### config.mk
export PLATFORM = sky130hd
export DESIGN_NAME = usb_interrupt_endpoint_finder_core
export DESIGN_NICKNAME = d
export VERILOG_FILES = /design/src/rtl/core/usbief_pkg.sv /design/src/rtl/core/usbief_parse.sv /design/src/rtl/core/usb_interrupt_endpoint_finder_core.sv
export SDC_FILE = /design/constraint.sdc
export NUM_CORES = 1
export LEC_CHECK = 0
export BUFFER_PORTS_ARGS = -buffer_cell sky130_fd_sc_hd__buf_2
export CAP_MARGIN = 20
export CORE_ASPECT_RATIO = 1.4
export CORE_MARGIN = 10
export CORE_UTILIZATION = 53
export CTS_CLUSTER_DIAMETER = 100
export CTS_CLUSTER_SIZE = 10
export DETAILED_ROUTE_END_ITERATION = 8
export HOLD_SLACK_MARGIN = 0.1
export PLACE_DENSITY = 0.73
export SYNTH_ARGS = -nofsm -noshare
export SYNTH_HDL_FRONTEND = slang
export SYNTH_SLANG_ARGS = --single-unit
### constraint.sdc
create_clock -name clk -period 4.8 [get_ports clk]
set_clock_uncertainty 0.15 [all_clocks]
set_input_delay 0.48 -clock clk [delete_from_list [all_inputs] [get_ports clk]]
set_output_delay 0.48 -clock clk [all_outputs]
set_load 0.05 [all_outputs]
### src/rtl/core/usbief_pkg.sv
`timescale 1ns / 1ps
`default_nettype none
// ----------------------------------------------------------------------------
// usbief_pkg
// Shared constants and types for the interrupt endpoint finder.
// ----------------------------------------------------------------------------
package usbief_pkg;

  localparam logic [7:0] KIND_INTERFACE    = 8'd4;
  localparam logic [7:0] KIND_ENDPOINT     = 8'd5;
  localparam logic [7:0] CLASS_HID         = 8'd3;
  localparam logic [1:0] XFER_INTERRUPT    = 2'd3;
  localparam int         DIR_IN_BIT        = 7;
  localparam logic [7:0] MIN_DESC_LEN      = 8'd2;
  localparam logic [7:0] MIN_INTERFACE_LEN = 8'd9;
  localparam logic [7:0] MIN_ENDPOINT_LEN  = 8'd7;

  localparam logic [7:0] OFS_LENGTH = 8'd0;
  localparam logic [7:0] OFS_KIND   = 8'd1;
  localparam logic [7:0] OFS_BYTE2  = 8'd2;
  localparam logic [7:0] OFS_BYTE3  = 8'd3;
  localparam logic [7:0] OFS_CLASS  = 8'd5;

  localparam logic [1:0] STATUS_FOUND     = 2'd0;
  localparam logic [1:0] STATUS_NONE      = 2'd1;
  localparam logic [1:0] STATUS_MALFORMED = 2'd2;
  localparam logic [1:0] STATUS_DUPLICATE = 2'd3;

  localparam logic [1:0] FAULT_NONE      = 2'd0;
  localparam logic [1:0] FAULT_MALFORMED = 2'd2;
  localparam logic [1:0] FAULT_DUPLICATE = 2'd3;

  localparam logic REG_WANTED_INTERFACE = 1'b0;
  localparam logic REG_MATCH_ANY        = 1'b1;

  localparam int CFG_INDEX_W = 1;
  localparam int CFG_DATA_W  = 8;
  localparam int OUT_DATA_W  = 16;

  typedef struct packed {
    logic [7:0] wanted_interface;
    logic       match_any_interface;
  } cfg_t;

  typedef struct packed {
    logic [1:0] parse_status;
    logic [7:0] endpoint_address;
  } result_t;

endpackage
`default_nettype wire

### src/rtl/core/usbief_parse.sv
`timescale 1ns / 1ps
`default_nettype none
// ----------------------------------------------------------------------------
// usbief_parse
// Descriptor walker: holds the parse state and updates it once per byte.
// ----------------------------------------------------------------------------
module usbief_parse
  import usbief_pkg::*;
(
  input  wire logic       clk,
  input  wire logic       rst,
  input  wire logic       step,
  input  wire logic [7:0] data_byte,
  input  wire logic       last_byte,
  input  wire cfg_t       cfg,
  output result_t         result
);

  logic [7:0] byte_offset, byte_offset_next;
  logic [7:0] descriptor_length, descriptor_length_next;
  logic [7:0] descriptor_kind, descriptor_kind_next;
  logic [7:0] held_byte_two, held_byte_two_next;
  logic [7:0] held_byte_three, held_byte_three_next;
  logic       interface_selected, interface_selected_next;
  logic [7:0] found_endpoint, found_endpoint_next;
  logic [1:0] fault_code, fault_code_next;

  logic [1:0] final_fault;

  always_comb begin
    byte_offset_next        = byte_offset;
    descriptor_length_next  = descriptor_length;
    descriptor_kind_next    = descriptor_kind;
    held_byte_two_next      = held_byte_two;
    held_byte_three_next    = held_byte_three;
    interface_selected_next = interface_selected;
    found_endpoint_next     = found_endpoint;
    fault_code_next         = fault_code;

    if (fault_code == FAULT_NONE) begin
      case (byte_offset)
        OFS_LENGTH: begin
          descriptor_length_next = data_byte;
          if (data_byte < MIN_DESC_LEN) begin
            fault_code_next = FAULT_MALFORMED;
          end
        end
        OFS_KIND: begin
          descriptor_kind_next = data_byte;
          if (data_byte == KIND_INTERFACE && descriptor_length < MIN_INTERFACE_LEN) begin
            fault_code_next = FAULT_MALFORMED;
          end
          if (data_byte == KIND_ENDPOINT && interface_selected &&
              descriptor_length < MIN_ENDPOINT_LEN) begin
            fault_code_next = FAULT_MALFORMED;
          end
        end
        OFS_BYTE2: held_byte_two_next = data_byte;
        OFS_BYTE3: held_byte_three_next = data_byte;
        OFS_CLASS: begin
          if (descriptor_kind == KIND_INTERFACE) begin
            interface_selected_next = (data_byte == CLASS_HID) && (held_byte_three == 8'd0) &&
              (cfg.match_any_interface || held_byte_two == cfg.wanted_interface);
          end
        end
        default: ;
      endcase

      // A fault raised on this byte leaves the offset where it is.
      if (fault_code_next == FAULT_NONE) begin
        if ({1'b0, byte_offset} + 9'd1 == {1'b0, descriptor_length_next}) begin
          byte_offset_next = 8'd0;
          if (descriptor_kind_next == KIND_ENDPOINT && interface_selected_next &&
              held_byte_two_next[DIR_IN_BIT] &&
              held_byte_three_next[1:0] == XFER_INTERRUPT) begin
            if (found_endpoint != 8'd0) begin
              fault_code_next = FAULT_DUPLICATE;
              byte_offset_next = byte_offset;
            end else begin
              found_endpoint_next = held_byte_two_next;
            end
          end
        end else begin
          byte_offset_next = byte_offset + 8'd1;
        end
      end
    end
  end

  // Verdict for the final byte: an unfinished sub-descriptor counts as truncation.
  always_comb begin
    if (fault_code_next != FAULT_NONE) begin
      final_fault = fault_code_next;
    end else if (byte_offset_next != 8'd0) begin
      final_fault = FAULT_MALFORMED;
    end else begin
      final_fault = FAULT_NONE;
    end

    if (final_fault != FAULT_NONE) begin
      result.parse_status = final_fault;
    end else if (found_endpoint_next != 8'd0) begin
      result.parse_status = STATUS_FOUND;
    end else begin
      result.parse_status = STATUS_NONE;
    end
    result.endpoint_address = (result.parse_status == STATUS_FOUND) ? found_endpoint_next : 8'd0;
  end

  always_ff @(posedge clk) begin
    if (rst || (step && last_byte)) begin
      byte_offset        <= 8'd0;
      descriptor_length  <= 8'd0;
      descriptor_kind    <= 8'd0;
      held_byte_two      <= 8'd0;
      held_byte_three    <= 8'd0;
      interface_selected <= 1'b0;
      found_endpoint     <= 8'd0;
      fault_code         <= FAULT_NONE;
    end else if (step) begin
      byte_offset        <= byte_offset_next;
      descriptor_length  <= descriptor_length_next;
      descriptor_kind    <= descriptor_kind_next;
      held_byte_two      <= held_byte_two_next;
      held_byte_three    <= held_byte_three_next;
      interface_selected <= interface_selected_next;
      found_endpoint     <= found_endpoint_next;
      fault_code         <= fault_code_next;
    end
  end

endmodule
`default_nettype wire

### src/rtl/core/usb_interrupt_endpoint_finder_core.sv
`timescale 1ns / 1ps
`default_nettype none
// ----------------------------------------------------------------------------
// usb_interrupt_endpoint_finder_core
// Finds the single HID interrupt IN endpoint in a configuration descriptor.
// ----------------------------------------------------------------------------
// Descriptor bytes enter on the slave stream, one byte per transfer, with
// tlast on the final byte of the block. Each byte is captured in an input
// register and then folded into the parse state, so the block takes one
// byte per clock cycle unless a final byte stalls in the input register.
// Only the final byte produces a result: one transfer on the master stream
// carrying the endpoint address and a status code. The result is formed when
// the final byte in the input register is processed and is held in an output
// register until taken. While that result waits, bytes of the next block are
// still taken; only the next final byte stalls in the input register until
// the output register is free.
// Configuration (interface number, match-any flag) is written through the
// plain write port, by the user only while no block is in flight (not enforced).
// Reset clears the parse state, empties both registers and sets the
// configuration to match any interface.
// ----------------------------------------------------------------------------
module usb_interrupt_endpoint_finder_core
  import usbief_pkg::*;
(
  input  wire logic                   clk,
  input  wire logic                   rst,
  input  wire logic                   s_tvalid,
  output logic                        s_tready,
  input  wire logic [7:0]             s_tdata,   // data_byte[7:0]
  input  wire logic                   s_tlast,   // last_byte
  output logic                        m_tvalid,
  input  wire logic                   m_tready,
  output logic [OUT_DATA_W-1:0]       m_tdata,   // endpoint_address[7:0], parse_status[9:8]
  input  wire logic                   cfg_we,
  input  wire logic [CFG_INDEX_W-1:0] cfg_index,
  input  wire logic [CFG_DATA_W-1:0]  cfg_data
);

  cfg_t       cfg;
  logic       in_valid;
  logic [7:0] in_byte;
  logic       in_last;
  logic       step;
  result_t    result;
  result_t    out_result;

  // A final byte may only be processed when the output register is free.
  assign step     = in_valid && (!in_last || !m_tvalid || m_tready);
  assign s_tready = !in_valid || step;

  always_ff @(posedge clk) begin
    if (rst) begin
      cfg.wanted_interface    <= 8'd0;
      cfg.match_any_interface <= 1'b1;
    end else if (cfg_we) begin
      case (cfg_index)
        REG_WANTED_INTERFACE: cfg.wanted_interface    <= cfg_data[7:0];
        REG_MATCH_ANY:        cfg.match_any_interface <= cfg_data[0];
        default: ;
      endcase
    end
  end

  always_ff @(posedge clk) begin
    if (rst) begin
      in_valid <= 1'b0;
    end else if (s_tready) begin
      in_valid <= s_tvalid;
    end
  end

  always_ff @(posedge clk) begin
    if (s_tvalid && s_tready) begin
      in_byte <= s_tdata;
      in_last <= s_tlast;
    end
  end

  usbief_parse u_parse (
    .clk       (clk),
    .rst       (rst),
    .step      (step),
    .data_byte (in_byte),
    .last_byte (in_last),
    .cfg       (cfg),
    .result    (result)
  );

  always_ff @(posedge clk) begin
    if (rst) begin
      m_tvalid <= 1'b0;
    end else if (step && in_last) begin
      m_tvalid <= 1'b1;
    end else if (m_tready) begin
      m_tvalid <= 1'b0;
    end
  end

  always_ff @(posedge clk) begin
    if (step && in_last) begin
      out_result <= result;
    end
  end

  assign m_tdata = {{(OUT_DATA_W - 10){1'b0}}, out_result.parse_status,
                    out_result.endpoint_address};

endmodule
`default_nettype wire
# After elaboration in Yosys (flattened, before gate mapping)
# Cells that the tools add are included.
# Widths: inputs -> output; s select.
# op_classes
n_mux	37
n_bitwise	1
n_addsub	2
order_cmp	3
n_eq_ne	13
n_reduce_logical	34
# ops
op	count
$mux 8	18
$eq 8x3->1 const B	5
$eq 8x2->1 const B	3
$mux 2	12
$reduce_bool 8->1	3
$logic_not 8->1	2
$logic_and 1x1->1	11
$add 8x1->9 const B	1
$eq 9x8->1	1
$add 8x1->8 const B	1
$eq 8x1->1 const B	1
$eq 8x8->1	1
$lt 8x2->1 const B	1
$lt 8x3->1 const B	1
$lt 8x4->1 const B	1
$logic_not 2->1	3
$mux 1	6
$reduce_and 2->1	3
$reduce_bool 2->1	3
$logic_or 1x1->1	5
$pmux 2 s2	1
$logic_not 1->1	3
$reduce_and 3->1	1
$eq 2x2->1 const B	1
other kinds (2)	2
# word_totals
output_inout_bits	18
wordCells	107
register_bits	81
in_bits	23

# Depth between registers and ports, before layout
# depth
ltp_word	19
ltp_mapped	13
mapped_depth_nobuf	10

# Modules after synthesis
# From an unflattened synthesis, not the netlist that was laid out.
# unflattened
cells_unflattened	441
hier_area_um2	4067.7
# modules_own_cells
module	seq_area_each_um2	n_inst	area_each_um2	cells_each
usbief_parse	1021.0	1	3020.4	373
usb_interrupt_endpoint_finder_core	790.8	1	1047.3	68

# Least setup slack after synthesis
# Ideal clock, no wire load.
# synth_timing
path_type	register to register
start	reg u_parse.byte_offset[0]
end	reg out_result, in the netlist m_tdata[9] (data pin)
n_path_buf	3
period_less_slack_ps	3333
path_stages_with_launch	14
setup_ps	272
required_time_ps	4378
path_slack_ps	1467
arrival_ps	2911
cell_sequence	dfxtp_1 -> clkbuf_1 -> inv_1 -> ha_1 -> or4b_1 -> buf_2 -> nor3_2 -> or3b_2 -> a2111oi_2 -> nand4_1 -> buf_4 -> a221oi_4 -> nand2_1 -> a2bb2oi_1
# synth_rtl
item	line_no	source
start, declared	usbief_parse.sv:19	logic [7:0] byte_offset, byte_offset_next;
start signal, assigned	usbief_parse.sv:121	byte_offset <= byte_offset_next;
end signal, assigned	usb_interrupt_endpoint_finder_core.sv:101	out_result <= result;
end, declared	usb_interrupt_endpoint_finder_core.sv:45	result_t out_result;

# Final worst setup path
# layout_timing
start	reg u_parse.byte_offset[2]
end	reg out_result, in the netlist m_tdata[7] (data pin)
# layout_via
elab_chain_cells	17
word_cells_on_any_way	50
cone_classes	add/sub: 2; eq/ne: 7; mux: 31; reduce/logical: 10
# layout_rtl
item	line_no	source
$eq 8x1->1	usbief_parse.sv:41	case (byte_offset)
$mux 8	usbief_parse.sv:41	
$mux 8	usbief_parse.sv:40	if (fault_code == FAULT_NONE) begin
$eq 8x3->1	usbief_parse.sv:73	if (descriptor_kind_next == KIND_ENDPOINT && interface_selected_next &&
$logic_and 1x1->1 (2 in series)	usbief_parse.sv:73	
$logic_and 1x1->1	usbief_parse.sv:74	held_byte_two_next[DIR_IN_BIT] &&
$mux 8	usbief_parse.sv:73	
$mux 8	usbief_parse.sv:71	if ({1'b0, byte_offset} + 9'd1 == {1'b0, descriptor_length_next}) begin
$mux 8	usbief_parse.sv:70	if (fault_code_next == FAULT_NONE) begin
$mux 8	usbief_parse.sv:40	
$reduce_bool 8->1	usbief_parse.sv:94	end else if (byte_offset_next != 8'd0) begin
$mux 2	usbief_parse.sv:94	
$mux 2	usbief_parse.sv:92	if (fault_code_next != FAULT_NONE) begin
$reduce_bool 2->1	usbief_parse.sv:100	if (final_fault != FAULT_NONE) begin
$mux 2	usbief_parse.sv:100	
$logic_not 2->1	usbief_parse.sv:107	result.endpoint_address = (result.parse_status == STATUS_FOUND) ? found_endpoint_next : 8'd0;
# Several ways; a longest one is shown, not always the timed one. The select of a mux whose other input is x is not followed.
# A chain may end at the register's enable or synchronous reset.

==> qor.txt <==
CTS resizes = 0
Slew Limit Fails = 0
Pwr Total = 1.29 mW
P_leak = 1.67 nW
DRT Pass-1 Iters = 4
number of global-route vias before repair = 3603
Die H = 125 µm
HPWL after DPL = 7650 µm
Critical Path AT = 4.23 ns
Cells after Synth = 471
ys flop type = dfxtp_1
GPL Wtd Cong = 0.857
Fin Setup TNS = 0 ns
Reg clk slew, reported paths = 0.08 ns
CTS tree = built
DR DRC count = 0
DR vias = 3623
Buffers on Ports = 34
Netlist Area Pre-Place = 0.00414 mm²
Num CTS Buffers = 9
fill count = 739
Area Growth Syn to Fin = 9.30%
antenna cells = 0
Peak Freq = 238 MHz
total track usage = 17.8%
Avg WL per Cell = 17.0 µm
status = completed
Core Footprint = 0.00770 mm²
Final nets = 527
slew margin rel. = 40.7%
Final Util = 58.8%
Storage cell area = 0.00181 mm²
Synth Register Bits = 81
CP Max Fanout = 13
Root Driver = clkbuf_8
crit path capture type = register
initial antenna violation count = 0
Hold Crit Class = input pin to register
Slew @ Worst Pin = 0.886 ns
Setup Buffers After CTS = 0
final period utilization = 87.4%
RSZ-0062 raised after global routing = false
post-route ant nets = 0
# clock sinks = 81
average size of a mapped cell = 8.80 µm²
IO Pins = 41
hold_ws = 0.142 ns
register area share after synthesis = 43.7%
Post-synth EDFFs = 19
Clock Latency Late Sink = 0.36 ns
first-pass GRT wire length = 17000 µm
GRT Residual Overflow = 0
VDD IR max = 0.000253 V
Pwr per Cell Area = 284 mW/mm²
DR iter-0 viols = 221
H-Tree Depth = 3
Worst Path Required = 4.83 ns
initial core utilization = 53.8%
Hold Violations, Final = 0
routed vias/inst = 5.99
number of max-cap violations = 0
largest net degree at the start of global routing = 47
WL final = 10300 µm
Tmin final = 4.20 ns
post-synthesis async set-or-reset flop share = 0%
count of cell types in the netlist = 60
Max Buffers Root-to-Sink = 2
CTS Hold Bufs = 0
Critical Path Source Type = register
Critical Setup Path Class = register to register
footprint of the multi-input gates = 0.00217 mm²
# rows = 38
share of layout cells above drive strength 1 = 14.5%
Die X = 94.7 µm
Die Footprint = 0.0118 mm²
Yosys warning count = 0
final setup fails = 0
power by group:
| part | internal (mW) | switching [mW] |
|---|---|---|
| sequential | 0.712 | 0.0195 |
| clock | 0.187 | 0.247 |
| combinational | 0.0434 | 0.0784 |
| total | 0.942 | 0.345 |
state kept, by name, indices dropped and copies added (netlist names), 2 cells and up:
register and flops:
u_parse.descriptor_length 8, u_parse.held_byte_three 8, cfg 9, u_parse.fault_code 2
u_parse.byte_offset 8, u_parse.held_byte_two 8, u_parse.descriptor_kind 8, in_byte 8
u_parse.found_endpoint 8, m_tdata 10
critical path, cell delays in order, from the launching register on:
cell and delay, ns:
dfxtp_1 0.44, nor3_1 0.75, buf_2 0.30, a21oi_1 0.09, or3b_2 0.45, a2111oi_2 0.35
nand4_1 0.54, a221oi_4 0.47, nand2_1 0.16, nor4_2 0.30
cell usage in the layout, fill, tap and decap left out, types with 3 or more instances in the layout:
cell type and instances:
dfxtp_1 62, nor2_1 60, nand2_1 53, a21oi_1 40, buf_2 35, mux2i_1 26, nor3_1 20, edfxtp_1 19
nand3_1 15, o21ai_0 13, inv_1 11, nand2b_1 10, clkbuf_8 9, nor4_1 8, a22oi_1 7, a211oi_1 7
nand4_1 6, xor2_1 6, mux2_2 6, conb_1 6, or3_1 5, a31oi_1 5, and3_1 5, buf_4 5
nor4b_1 4, and4_1 4, a21boi_0 4, xnor2_1 4, or4_1 4, ha_1 4, clkinv_2 3
logic make-up after synthesis:
logic type / Yosys count / share of synthesized area (%)
AOI/OAI and AO/OA: 98 / 15.9
other: 1 / 0.0905
DFF: 81 / 43.7
adders and majority gates: 4 / 1.21
buffers and inverters: 38 / 4.38
muxes: 32 / 7.91
xor gates and xnor gates: 10 / 2.11
and+or+nand+nor: 207 / 24.7
final timing paths:
kind / startpoint / end / slack, ns / depth (start not counted)
worst max-delay path: u_parse.byte_offset[2] / m_tdata[7] / 0.60 / 9
worst min-delay path: s_tdata[0] / in_byte[0] / 0.14 / 1
worst max register to register: u_parse.byte_offset[2] / m_tdata[7] / 0.60 / 9
worst min register to register: u_parse.descriptor_length[4] / u_parse.descriptor_length[4] / 0.33 / 2
through the flow:
stage | instance area, µm² | std cells | setup WS [ns]
after floorplan | 4160 | 476 | 1.47
after global placement | 4350 | 587 | 0.618
after detailed placement | 4350 | 588 | 0.690
after CTS | 4520 | 604 | 0.669
after global routing | 4530 | 605 | 0.260
final | 4530 | 605 | 0.604
metal layers:
layer	part of all wire (%)	up-vias	wire length (µm)	GRT usage, %
li1	-	1750	-	-
met1	39	1729	4000	19.2
met2	53	109	5400	30.6
met3	4.0	35	412	3.02
met4	4.5	0	460	11.7
met5	0	-	0	0
final cells by class:
cell class	instances	share of cell area, %
clock inverter	7	0.995
clock buffer	9	2.74
multi-input combinational	357	47.9
inverter	11	0.912
tap	100	2.76
timing repair buffer	40	4.70
sequential	81	40.0
synthesized netlist by cell type (5+ instances only):
library cell / count / area [µm²]
dfxtp_1: 62 / 1240
nor2_1: 60 / 225
nand2_1: 53 / 199
a21oi_1: 40 / 200
mux2i_1: 26 / 260
nor3_1: 20 / 100
edfxtp_1: 19 / 571
nand3_1: 15 / 75.1
clkbuf_1: 13 / 48.8
o21ai_0: 13 / 65.1
inv_1: 11 / 41.3
nand2b_1: 10 / 62.6
nor4_1: 8 / 50.1
a211oi_1: 7 / 52.6
a22oi_1: 7 / 52.6
buf_4: 7 / 52.6
mux2_2: 6 / 67.6
nand4_1: 6 / 37.5
xor2_1: 6 / 52.6
a31oi_1: 5 / 31.3
and3_1: 5 / 31.3
or3_1: 5 / 31.3
Note: power is estimated with default switching activity, not from simulation.
